--- src/design/ppol_pkg.sv ---
// shared types and constants of the per-path token bucket policer
// no dependencies
`timescale 1ns / 1ps
`default_nettype none

package ppol_pkg;

	localparam int PATH_ID_W     = 10;
	localparam int WORD_W        = 64;
	localparam int COST_W        = 16;
	localparam int MUL_W         = 32;
	localparam int ELAPSED_SHIFT = 10;
	localparam int RATE_SHIFT    = 22;

	localparam logic CMD_POLICE = 1'b0;
	localparam logic CMD_WRITE  = 1'b1;

	typedef struct packed {
		logic              valid;
		logic [WORD_W-1:0] rate;
		logic [WORD_W-1:0] limit;
		logic [WORD_W-1:0] tokens;
		logic [WORD_W-1:0] last;
	} entry_t;

	typedef enum logic [3:0] {
		ST_CLEAR,
		ST_IDLE,
		ST_DISPATCH,
		ST_LOOKUP,
		ST_MUL0,
		ST_MUL1,
		ST_MUL2,
		ST_MUL3,
		ST_LEVEL,
		ST_DECIDE
	} state_t;

endpackage

`default_nettype wire

--- src/design/ppol_mul.sv ---
// shared 32x32 multiplier with registered product
// depends on ppol_pkg
`timescale 1ns / 1ps
`default_nettype none

module ppol_mul (
	input  wire logic                         clk,
	input  wire logic                         en,
	input  wire logic [ppol_pkg::MUL_W-1:0]   a,
	input  wire logic [ppol_pkg::MUL_W-1:0]   b,
	output      logic [2*ppol_pkg::MUL_W-1:0] p
);

	import ppol_pkg::*;

	logic [2*MUL_W-1:0] p_q;

	always_ff @(posedge clk) begin
		if (en) begin
			p_q <= a * b;
		end
	end

	assign p = p_q;

endmodule

`default_nettype wire

--- config.mk ---
export PLATFORM = sky130hd
export DESIGN_NAME = ppol_mul
export DESIGN_NICKNAME = d
export VERILOG_FILES = /design/src/design/ppol_pkg.sv /design/src/design/ppol_mul.sv
export SDC_FILE = /design/constraint.sdc
export NUM_CORES = 2
export LEC_CHECK = 0
export ABC_AREA = 1
export BUFFER_PORTS_ARGS = -buffer_cell sky130_fd_sc_hd__buf_2
export CORE_UTILIZATION = 50
export DETAILED_ROUTE_END_ITERATION = 10
export PLACE_DENSITY = 0.66
export SYNTH_ARGS = -nofsm -noshare
export SYNTH_HDL_FRONTEND = slang
export SYNTH_SLANG_ARGS = --single-unit
--- constraint.sdc ---
create_clock -name clk -period 18.76 [get_ports clk]
set_input_delay 2.814 -clock clk [delete_from_list [all_inputs] [get_ports clk]]
set_output_delay 2.814 -clock clk [all_outputs]
set_load 0.01 [all_outputs]
==> reports/summary.txt <==
Status: complete, no violations
Max Root-Sink Buffers: 2
Fin. max-slew vios: 0
Placer Congestion: 0.976
Post-DP HPWL: 83100 µm
Initial Utilization: 0.508
Most frequent cells in the layout: inv_1 (1723), nand2_1 (1566), fa_1 (896)
Hold slack: 3.17 ns
Setup tns final: 0 ns
Simple-Gate Fraction of Synth Area: 0.185
Number of distinct library cells after synthesis: 23
H-Tree Level Count: 3
Adder-Cell Fraction of Synth Area: 0.558
Tcrit/Tclk final: 0.507
Critical path fanouts, max: 32
Yosys top cell area share: 0.472
Ys Warns: 0
Post-synth top area cell: fa_1
IO buf count: 129
# setup viols final: 0
Slew @ Worst Pin: 0.906 ns
I/O pin total: 130
Clk root buf: clkbuf_16
Die X: 278 µm
Routed WL: 99900 µm
Worst setup margin: 9.25 ns
Vias in the first global route: 31600
Hold Path Class: input port to flip-flop
Cell row count: 100
Largest net degree at the start of global routing: 65
Post-synthesis mux area share: 0
WL/cell: 16.8 µm
Core area: 74800 µm²
Register area share after synthesis: 0.0505
Top cells by area, synth: fa_1 (47%), inv_1 (17%), nand2_1 (15%)
Data arrival, critical path: 9.58 ns
Minimum clock period: 9.51 ns
Hold buffer count at cts: 0
Height of the chip: 278 µm
Initial DRT Pass Iterations: 6
Commonest non-fill, non-tap cell in the layout: inv_1
Area grow syn2layout: 3.95%
Layout cells sized above 1: 0.0433
CTS resizes: 0
Maxcap violations: 0
Mapped Nets: 6248
Worst EP required: 18.83 ns
Slew headroom: 0.396
Placed Area: 39200 µm²
DR iter-0 viols: 1872
Crit Path Category: input port to flip-flop
Initial antenna violation count: 4
DR vias/cell: 4.95
Yosys reg bits: 64
DRC: 0
Overall Global Routing Usage: 0.272
Final ANT Viol Nets: 0
Largest family of logic cells by synthesized area: adder cells
CTS tree: done
Cts bufs inserted: 9
CP Launch Type: input port
Endpoint class of the critical path: flip-flop
Clock Sinks: 64
Grt ovf: 0
Synth Area in XOR/XNOR: 0.00806
CP Launch Point: b[8]
Final hold violations: 0
Setup WS pre-CTS: 8.94 ns
Clock transition at the registers of the reported paths: 0.06 ns
Syn_area_per_cell: 7.57 µm²
Synth Area in Compound Gates: 0.00839
Post-route cell area: 39500 µm²
Post-Syn Instances: 5023
Die area: 77200 µm²
Via count: 29500
Worst hold path startpoint: b[0]
Post-CTS Setup Inserts: 0
Nets: 6205
First-pass GRT wire length: 165000 µm
Largest register FFs: 64
RSZ-0062 raised after global routing: false
Post-Syn Area: 38000 µm²
Max Freq: 105 MHz
-- worst max-delay path, stage by stage --
cell      delay [ns]
buf_2           0.60
nand2_1         0.17
fa_1            0.57
inv_1           0.05
fa_1            0.53
inv_1           0.06
fa_1            0.53
inv_1           0.05
fa_1            0.49
fa_1            0.60
fa_1            0.43
fa_1            0.49
inv_1           0.05
fa_1            0.49
inv_1           0.05
ha_1            0.40
nand2_2         0.12
nor2_1          0.20
inv_2           0.10
nor2_4          0.17
inv_2           0.05
o21bai_1        0.20
nand2_1         0.10
nand4_1         0.08
nand2_1         0.09
-- cells by family after synthesis --
group                    Yosys count
buffers and inverters           1927
AND/OR/NAND/NOR                 1781
adder cells (fa/ha/maj)         1159
flip-flops                        64
AO/OA/AOI/OAI                     57
XOR/XNOR                          35
-- layout make-up --
cell class | count | area, µm²
timing repair buffer | 138 | 713
fill | 7280 | 35300
multi-input combinational | 3032 | 28900
sequential | 64 | 1920
antenna | 4 | 10.0
clock inverter | 6 | 60.1
inverter | 1735 | 6510
tap | 969 | 1210
clock buffer | 10 | 229
-- per-stage QoR --
stage                     std cells   util
after floorplan                5023      -
after global placement         5938  0.525
after detailed placement       5938  0.525
after CTS                      5954  0.528
after global routing           5958  0.529
final                          5958  0.529
-- metal layers --
layer	vias up	GRT usage	routed length (µm)
met5	-	0	0
met4	0	0.0832	3370
met2	953	0.481	50300
met1	14700	0.358	41000
li1	13600	-	-
met3	189	0.0174	5280
-- cells in the mapped netlist (all sizes together) --
master and n:
o21bai 12, clkbuf 192, nor3 18, nand2 1581
o21ai 2, ha 263, inv 1735, fa 896
a21oi 43, nor2 101, xnor2 2, nand4 16
xor2 33, edfxtp 64, nand3 65
-- final timing paths --
path	endpoint	slack, ns	cells after the start
max	p[50]$_DFFE_PP_	9.25	25
min	p[0]$_DFFE_PP_	3.17	3
Power is not shown: default switching activity piles up to over one toggle a cycle in this logic, so the estimate is an artifact.
