`config.mk`:
```
export PLATFORM = sky130hd
export DESIGN_NAME = ppol_ram
export DESIGN_NICKNAME = d
export VERILOG_FILES = /design/src/design/ppol_ram.sv
export SDC_FILE = /design/constraint.sdc
export NUM_CORES = 1
export LEC_CHECK = 0
export ABC_AREA = 1
export BUFFER_PORTS_ARGS = -buffer_cell sky130_fd_sc_hd__buf_2
export CORE_MARGIN = 5
export CORE_UTILIZATION = 25
export DETAILED_ROUTE_END_ITERATION = 10
export PLACE_DENSITY = 0.42
export SYNTH_ARGS = -nofsm -noshare
export SYNTH_HDL_FRONTEND = slang
export SYNTH_SLANG_ARGS = --single-unit
```
`constraint.sdc`:
```
create_clock -name clk -period 1.1 [get_ports clk]
set_input_delay 0.11 -clock clk [delete_from_list [all_inputs] [get_ports clk]]
set_output_delay 0.11 -clock clk [all_outputs]
set_load 0.05 [all_outputs]
```
`src/design/ppol_ram.sv`:
```
// generic single-write, single-read ram with registered read data
// no dependencies
`timescale 1ns / 1ps
`default_nettype none

module ppol_ram #(
	parameter int WIDTH = 8,
	parameter int DEPTH = 16
) (
	input  wire logic                     clk,
	input  wire logic                     we,
	input  wire logic [$clog2(DEPTH)-1:0] waddr,
	input  wire logic [WIDTH-1:0]         wdata,
	input  wire logic                     re,
	input  wire logic [$clog2(DEPTH)-1:0] raddr,
	output      logic [WIDTH-1:0]         rdata
);

	logic [WIDTH-1:0] mem_q [DEPTH];

	always_ff @(posedge clk) begin
		if (we) begin
			mem_q[waddr] <= wdata;
		end
		if (re) begin
			rdata <= mem_q[raddr];
		end
	end

endmodule

`default_nettype wire

```
==> impl_metrics.csv, run 1 <==
group,metric,value,unit
status,status,"finished with violations",
status,violations,"negative setup slack",
global_routing,grt_pass1_wl,23700,microns
timing,finalSetupViolCount,5,
cts,htreeDepth,4,
synth,ys_types,11,
timing,rsz0062_at_grt,"true",
cts,cts_sinks,136,
worst_setup_path,cp_max_fo,1,
floorplan,core_area,23300,sq um
timing,fin_skew,0.00687,ns
finish,stdcell_count,939,
place,hpwl,9990,microns
synth,ys_ff_latch,136,
cts,clk_pin_slew,0.06,ns
min_path,hold_class,"in -> reg",
worst_setup_path,cp.required,0.99,ns
place,port_buffers,26,
worst_setup_path,slowest_stage,"edfxtp_1",
global_routing,grt_pass1_vias,4021,
routing,dr.pass1.iters,4,
worst_setup_path,r2r_cells,6,
finish,n_antenna_cell,0,
floorplan,initial_core_util,0.251,
place,place_congestion,0.762,
cts,cts_buffers,17,
timing,fmax,0.842,GHz
global_routing,overflow,0,
routing,vias,3879,
power_and_ir_drop,leakage,0.00314,uW
finish,syn2layout_area_growth,27.8,%
power_and_ir_drop,powerDensity,1710,nW/um^2
global_routing,grt_usage,0.121,
job,cap_violations,0,
timing,period_minus_slack,1.19,ns
finish,multi_input_area,1440,sq um
synth,avgSynthCellArea,10.6,sq um
global_routing,antenna_found_initial,0,
timing,fin_tns_setup,-0.172,ns
routing,ant_nets,0,
floorplan,die_x,163,microns
synth,synth_nets,570,
worst_setup_path,crit_buf_inv,1,
power_and_ir_drop,ir_worst_vdd,0.000859,V
timing,finalCritPeriodShare,1.08,
finish,drive_above_1_share,0.223,
timing,hold_viol,0,
worst_setup_path,cp-end-kind,"output pin",
finish,mostFrequentLayoutCells,"nand2_1, edfxtp_1, inv_1",
worst_setup_path,arrival,1.08,ns
routing,wirelength,15100,microns
finish,final_util,0.321,
routing,drcViolationCount,0,
worst_setup_path,path_delay_family,"flip-flops",
floorplan,io_pins,27,
routing,routedWlPerCell,16.1,microns
global_routing,grt_max_degree,33,
worst_setup_path,crit_path_cell_trace,"buf_6",
synth,ys_warn_count,0,
worst_setup_path,slowest_delay,0.46,ns
timing,tightest_slew,0.440,ns
timing,finalMaxSlewViolations,0,
synth,syn_area,5850,sq um
cts,cts_buffer_depth,2,
routing,viasPerCell,4.13,
min_path,holdPathStages,1,
timing,relSlewSlack,0.707,
synth,synthCells,551,
finish,final_common_cell,"nand2_1",
finish,final-seq-area,4080,sq um
finish,nets,627,
floorplan,dieArea,26500,sq um
place,dp_cells,908,
worst_setup_path,cp_num_cells,1,
worst_setup_path,start_kind,"flip-flop",
worst_setup_path,worstSetupPathType,"reg -> out",
synth,yosysSeqAreaShare,0.698,
finish,n_fill_cell,2397,
routing,drtIter0Drc,297,
cts,cts_tree,"built",
floorplan,die_h,163,microns
timing,worst_slack,-0.0876,ns
floorplan,std_cell_rows,56,
cts,insertion_delay,0.42,ns
cts,clockRootBuffer,"clkbuf_16",
[flip-flops by register name, summed over array words and instances (netlist names)]
register and count:
mem_q 128, rdata 8
[routing by layer]
layer / up-vias / wire (microns) / global-route usage
met5: - / 0 / 0
met4: 0 / 215 / 0.0526
met3: 22 / 674 / 0.0200
li1: 1894 / - / -
met2: 69 / 7330 / 0.196
met1: 1894 / 6900 / 0.161
[worst reg2reg max path, cell delays in order, from the launching register on]
cell,delay [ns]
edfxtp_1,0.35
inv_1,0.06
nand2_1,0.07
nand3_2,0.08
nand3_2,0.08
nand3_2,0.12
nand2_1,0.07
[kinds of logic after synthesis]
logic type	Yosys count	share of synthesized area
buf+inv	126	0.0939
flops	136	0.698
simple gates	289	0.208
[Yosys cell counts]
| cell type | instances | area share |
|---|---|---|
| nand2_1 | 173 | 0.11 |
| edfxtp_1 | 136 | 0.70 |
| inv_1 | 100 | 0.064 |
| nand3_1 | 97 | 0.083 |
| nor2_1 | 17 | 0.011 |
| buf_2 | 13 | 0.011 |
| buf_6 | 6 | 0.012 |
| buf_4 | 4 | 0.0051 |
| inv_2 | 2 | 0.0013 |
| nand3b_1 | 2 | 0.0026 |
| buf_1 | 1 | 0.00064 |
[area by class of cell]
class	instances	share of cell area
well taps	319	0.0534
flip-flops and latches	136	0.547
multi-input cells	289	0.192
repair buffers	62	0.0754
inverters	102	0.0512
clock inverters	14	0.0243
clock buffers	17	0.0569
[power by group]
group,switching [uW],leakage (uW),internal [uW]
clock network,2150,0.000286,3750
registers,40.6,0.00124,5840
logic,654,0.00162,333
total,2850,0.00314,9920
[final timing paths]
path / startpoint / to / slack [ns]
hold reg to reg: mem_q[10][5] / rdata[5] / 0.75
setup reg to reg: mem_q[6][1] / rdata[1] / 0.02
setup / recovery: rdata[6] / rdata[6] / -0.09
hold / removal: re / rdata[2] / 0.05
[timing repair]
action	in CTS	in global routing
pin swaps	5	30
endpoints found under the setup margin	16	16
hold buffers	0	0
buffers inserted	0	0
gates resized for setup	33	30
[per-stage QoR]
step	setup slack [ns]	hold WS [ns]	area [sq um]	power (uW)
after global placement	-0.249	0.477	6590	6880
after global routing	-0.0953	0.0357	7470	13300
after detailed placement	-0.239	0.480	6590	6890
final	-0.0876	0.0523	7470	12800
after CTS	-0.0909	0.0323	7330	12900
after floorplan	0.0392	0.209	5850	6470
No activity file was read; power rests on OpenSTA's default activity.
==> run 2, diff against run 1 <==
--- a/config.mk
+++ b/config.mk
@@ -10,7 +10,6 @@
 export CORE_MARGIN = 5
 export CORE_UTILIZATION = 25
 export DETAILED_ROUTE_END_ITERATION = 10
-export PLACE_DENSITY = 0.42
 export SYNTH_ARGS = -nofsm -noshare
 export SYNTH_HDL_FRONTEND = slang
 export SYNTH_SLANG_ARGS = --single-unit
==> impl_metrics.csv, run 2 (synthesized netlist as in run 1, its figures left out) <==
group,metric,value,unit
finish,final_area,7490,sq um
place,port_buffers,26,
timing,fmax,0.821,GHz
place,hpwl,9370,microns
cts,htreeDepth,4,
cts,hold_buffers,0,
floorplan,initial_core_util,0.251,
finish,nets,628,
worst_setup_path,r2r_cells,6,
worst_setup_path,rrSetupSlack,0,ns
floorplan,die_x,163,microns
routing,dr.pass1.iters,5,
routing,routedWlPerCell,15.5,microns
floorplan,io_pins,27,
timing,finalMaxSlewViolations,0,
routing,drcViolationCount,0,
floorplan,dieArea,26500,sq um
routing,drtIter0Drc,376,
worst_setup_path,cp.required,0.99,ns
timing,hold_viol,0,
power_and_ir_drop,p_sw_frac,0.221,
cts,insertion_delay,0.42,ns
timing,finalSetupViolCount,8,
power_and_ir_drop,power.share.clock,0.476,
finish,top_register,"mem_q",
cts,post-cts-setup-buffer-count,0,
worst_setup_path,crit_buf_inv,1,
timing,rsz0062_at_grt,"true",
cts,cts_sinks,136,
global_routing,grt_usage,0.112,
global_routing,grt_pass1_wl,21900,microns
timing,finalCritPeriodShare,1.11,
cts,cts_tree,"built",
cts,cts_buffer_depth,2,
timing,tightest_slew,0.403,ns
timing,period_minus_slack,1.22,ns
routing,ant_nets,0,
routing,viasPerCell,4.07,
worst_setup_path,slowest_stage,"edfxtp_1",
finish,mostFrequentLayoutCells,"nand2_1, edfxtp_1, inv_1",
min_path,hold_end,"rdata[0]",
cts,clockRootBuffer,"clkbuf_16",
cts,clk_pin_slew,0.06,ns
worst_setup_path,arrival,1.11,ns
worst_setup_path,cp-end-kind,"output pin",
floorplan,die_h,163,microns
worst_setup_path,worstSetupPathType,"reg -> out",
finish,n_antenna_cell,0,
power_and_ir_drop,p_comb_frac,0.074,
worst_setup_path,slowest_delay,0.48,ns
power_and_ir_drop,power.internal,10200,uW
finish,syn2layout_area_growth,28.2,%
global_routing,overflow,0,
floorplan,std_cell_rows,56,
global_routing,antenna_found_initial,0,
worst_setup_path,start_kind,"flip-flop",
finish,biggestRegsByFlops,"mem_q: 128 flops, rdata: 8 flops",
worst_setup_path,cp_max_fo,1,
finish,drive_above_1_share,0.230,
place,place_congestion,0.803,
worst_setup_path,r2r_end,"rdata[1]",
timing,relSlewSlack,0.731,
min_path,holdPathStages,1,
global_routing,grt_max_degree,42,
power_and_ir_drop,pwr-share-seq,0.450,
finish,n_fill_cell,2419,
power_and_ir_drop,powerDensity,1740,nW/um^2
worst_setup_path,timing.rr.start,"mem_q[13][1]",
finish,final_util,0.322,
timing,worst_slack,-0.118,ns
power_and_ir_drop,leakage,0.00315,uW
place,place_area,6580,sq um
finish,largest_register_ffs,128,
global_routing,grt_pass1_vias,3751,
min_path,min_from,"re",
power_and_ir_drop,switchingPower,2880,uW
status,violations,"negative setup slack",
timing,fin_skew,0.00604,ns
worst_setup_path,crit_path_cell_trace,"buf_6",
routing,vias,3828,
min_path,hold_class,"in -> reg",
routing,wirelength,14600,microns
floorplan,core_area,23300,sq um
status,status,"finished with violations",
worst_setup_path,path_delay_family,"flip-flops",
job,cap_violations,0,
finish,final_common_cell,"nand2_1",
cts,cts_buffers,17,
power_and_ir_drop,ir_worst_vdd,0.000945,V
[run 2: cell types whose count changed in the layout (fill, tap and decap cells not counted)]
cell / delta
nand3_2: -1
bufinv_16: +1
buf_12: -2
clkinv_4: +3
nand2_2: +6
buf_4: +3
clkinv_2: -3
clkinvlp_4: -1
inv_6: +1
inv_1: +1
nand3_4: -1
nand3_1: +2
nand2_1: -6
inv_2: -1
[run 2: per-layer routing]
| layer | routed length (microns) | up-vias | GRT usage |
|---|---|---|---|
| li1 | - | 1897 | - |
| met1 | 6580 | 1782 | 0.155 |
| met2 | 6760 | 130 | 0.170 |
| met3 | 1010 | 19 | 0.0342 |
| met4 | 202 | 0 | 0.0316 |
| met5 | 0 | - | 0 |
[run 2: final cells by class]
type                            instances  area, sq um  area share
Tap cell                              319          399      0.0533
Sequential cell                       136         4080       0.545
Clock inverter                         15          224      0.0299
Inverter                              102          383      0.0511
Clock buffer                           17          425      0.0568
Multi-Input combinational cell        289         1430       0.191
Timing Repair Buffer                   63          546      0.0728
[run 2: worst max-delay path by stage]
| stage | from | end | slack [ns] | depth (start not counted) |
|---|---|---|---|---|
| 2_1_floorplan | waddr[3] | mem_q[4][0] | 0.04 | 2 |
| 3_5_place_dp | raddr[0] | rdata[0] | -0.19 | 8 |
| 6_report | rdata[7] | rdata[7] | -0.12 | 1 |
| 4_1_cts | rdata[7] | rdata[7] | -0.12 | 1 |
| 3_3_place_gp | raddr[1] | rdata[7] | -0.19 | 7 |
| 5_1_grt | rdata[7] | rdata[7] | -0.14 | 1 |
[run 2: power by group through the flow]
stage,Sequential (uW),Clock [uW],Combinational (uW)
floorplan,6060,0,409
global placement,5990,0,863
detailed placement,5990,0,870
CTS,5890,6300,918
global route,5890,6580,1060
finish,5890,6220,966
[run 2: worst register-to-register path, stage by stage (launching register included)]
cell and delay (ns):
edfxtp_1 0.35, nand2_1 0.08, nand2_1 0.07, nand2_1 0.09, nand3_1 0.09, nand3_1 0.10
nand2_1 0.07
[run 2: through the flow]
stage               total power, uW  setup TNS (ns)  instances  hold slack [ns]  setup WS (ns)
floorplan                      6470               0        551            0.209         0.0392
global placement               6850           -1.50        909            0.505         -0.185
detailed placement             6860           -2.03        909            0.507         -0.192
CTS                           13100          -0.487        941           0.0635         -0.119
global route                  13500          -0.810        941           0.0561         -0.139
finish                        13100          -0.368        941           0.0742         -0.118
[run 2: what timing repair did]
action | CTS | global route
pin swaps | 0 | 24
endpoints found under the setup margin | 14 | 16
resized for setup | 25 | 40
endpoints found under the hold margin | 0 | 0
==> run 3, diff against run 2 <==
--- a/config.mk
+++ b/config.mk
@@ -7,6 +7,7 @@
 export LEC_CHECK = 0
 export ABC_AREA = 1
 export BUFFER_PORTS_ARGS = -buffer_cell sky130_fd_sc_hd__buf_2
+export CORE_ASPECT_RATIO = 0.8
 export CORE_MARGIN = 5
 export CORE_UTILIZATION = 25
 export DETAILED_ROUTE_END_ITERATION = 10
==> constraint.sdc (replaced) <==
create_clock -name clk -period 1.1 [get_ports clk]
set_input_delay 0.165 -clock clk [delete_from_list [all_inputs] [get_ports clk]]
set_output_delay 0.165 -clock clk [all_outputs]
set_load 0.05 [all_outputs]
==> impl_metrics.csv, run 3 (synthesized netlist as in run 1, its figures left out) <==
group,metric,value,unit
global_routing,grt_max_degree,35,
timing,tightest_slew,0.400,ns
place,hpwl,9400,microns
worst_setup_path,cp-end-kind,"output pin",
finish,mostFrequentLayoutCells,"nand2_1, edfxtp_1, inv_1",
worst_setup_path,r2r_cells,6,
worst_setup_path,cp_max_fo,1,
routing,wirelength,14200,microns
routing,routedWlPerCell,15.1,microns
timing,rsz0062_at_grt,"true",
timing,finalSetupViolCount,8,
min_path,holdPathStages,1,
finish,largest_register_ffs,128,
worst_setup_path,worstSetupPathType,"reg -> out",
timing,finalMaxSlewViolations,0,
cts,cts_buffers,17,
timing,hold_viol,0,
cts,post-cts-setup-buffer-count,0,
timing,worst_slack,-0.144,ns
worst_setup_path,slowest_stage,"edfxtp_1",
place,place_congestion,0.816,
cts,clockRootBuffer,"clkbuf_16",
cts,insertion_delay,0.41,ns
worst_setup_path,cp_num_cells,1,
power_and_ir_drop,ir_worst_vdd,0.00123,V
finish,top_register,"mem_q",
floorplan,io_pins,27,
power_and_ir_drop,leakage,0.00314,uW
min_path,hold_class,"in -> reg",
floorplan,die_x,181,microns
global_routing,overflow,0,
worst_setup_path,timing.rr.start,"mem_q[13][6]",
worst_setup_path,arrival,1.08,ns
power_and_ir_drop,p_sw_frac,0.221,
timing,period_minus_slack,1.24,ns
status,status,"finished with violations",
worst_setup_path,slowest_delay,0.47,ns
global_routing,grt_pass1_vias,3731,
worst_setup_path,cp-startpoint,"rdata[5]",
routing,drtIter0Drc,363,
finish,drive_above_1_share,0.226,
worst_setup_path,crit_buf_inv,1,
cts,cts_sinks,136,
floorplan,initial_core_util,0.252,
cts,clk_pin_slew,0.05,ns
cts,cts_tree,"built",
routing,ant_nets,0,
timing,fmax,0.804,GHz
power_and_ir_drop,power.internal,9450,uW
finish,biggestRegsByFlops,"mem_q: 128 flops, rdata: 8 flops",
global_routing,grt_usage,0.109,
worst_setup_path,start_kind,"flip-flop",
worst_setup_path,crit_path_cell_trace,"buf_6",
finish,n_antenna_cell,0,
worst_setup_path,path_delay_family,"flip-flops",
job,cap_violations,0,
power_and_ir_drop,switchingPower,2680,uW
cts,htreeDepth,4,
floorplan,std_cell_rows,50,
min_path,min_from,"re",
worst_setup_path,cp.required,0.94,ns
floorplan,core_area,23200,sq um
routing,vias,3907,
routing,dr.pass1.iters,5,
finish,final_util,0.320,
global_routing,grt_pass1_wl,22000,microns
timing,finalCritPeriodShare,1.13,
timing,fin_skew,0.00654,ns
cts,cts_buffer_depth,2,
floorplan,dieArea,26600,sq um
power_and_ir_drop,p_comb_frac,0.081,
finish,final_common_cell,"nand2_1",
place,port_buffers,26,
status,violations,"negative setup slack",
routing,drcViolationCount,0,
global_routing,antenna_found_initial,0,
finish,nets,631,
power_and_ir_drop,p_total,12100,uW
power_and_ir_drop,power.share.clock,0.434,
timing,relSlewSlack,0.733,
floorplan,die_h,147,microns
power_and_ir_drop,powerDensity,1630,nW/um^2
routing,viasPerCell,4.17,
finish,syn2layout_area_growth,27.0,%
power_and_ir_drop,pwr-share-seq,0.486,
cts,hold_buffers,0,
==> run 3: cell count changes in the layout (fill, tap and decap cells not counted), sizes merged <==
cell	change
buf	+3
bufinv	-3
clkbuf	+3
clkinv	+3
inv	-2
clkinvlp	-1
==> run 3: worst paths after layout <==
| check | slack [ns] | to |
|---|---|---|
| min reg2reg | 0.74 | rdata[7] |
| max reg2reg | 0.03 | rdata[6] |
| max | -0.14 | rdata[5] |
| min | 0.12 | rdata[6] |
==> run 3: metal layers <==
| layer | track usage | vias to the layer above | part of all wire |
|---|---|---|---|
| li1 | - | 1905 | - |
| met1 | 0.162 | 1871 | 0.48 |
| met2 | 0.158 | 111 | 0.44 |
| met3 | 0.0213 | 20 | 0.056 |
| met4 | 0.0375 | 0 | 0.016 |
| met5 | 0 | - | 0 |
==> run 3: power by group through the flow <==
stage | Clock (uW) | Sequential, uW | Combinational, uW
floorplan | 0 | 6060 | 409
global placement | 0 | 5990 | 870
detailed placement | 0 | 5990 | 877
CTS | 5300 | 5890 | 922
global route | 5590 | 5900 | 1070
finish | 5260 | 5890 | 978
==> run 3: area by class of cell <==
class,count,area (sq um)
timing repair buffer,66,568
tap,312,390
fill,2299,15800
clock inverter,12,109
sequential,136,4080
inverter,102,383
clock buffer,20,437
multi-input combinational,289,1450
==> run 3: timing repair <==
item,4_1_cts,5_1_grt
endpoints found under the setup margin,13,16
pin swaps,0,25
resized for setup,24,42
hold endpoints to repair,0,0
==> run 3: metrics by stage <==
| stage | cell area [sq um] | worst slack [ns] | std cells | TNS (ns) | hold WS, ns |
|---|---|---|---|---|---|
| 5_1_grt | 7420 | -0.193 | 937 | -1.10 | 0.112 |
| 4_1_cts | 7220 | -0.178 | 937 | -0.860 | 0.112 |
| 3_3_place_gp | 6590 | -0.320 | 905 | -5.28 | 0.540 |
| 3_5_place_dp | 6590 | -0.346 | 905 | -5.86 | 0.537 |
| 2_1_floorplan | 5850 | -0.0158 | 551 | -1.01 | 0.264 |
| 6_report | 7420 | -0.144 | 937 | -0.700 | 0.120 |
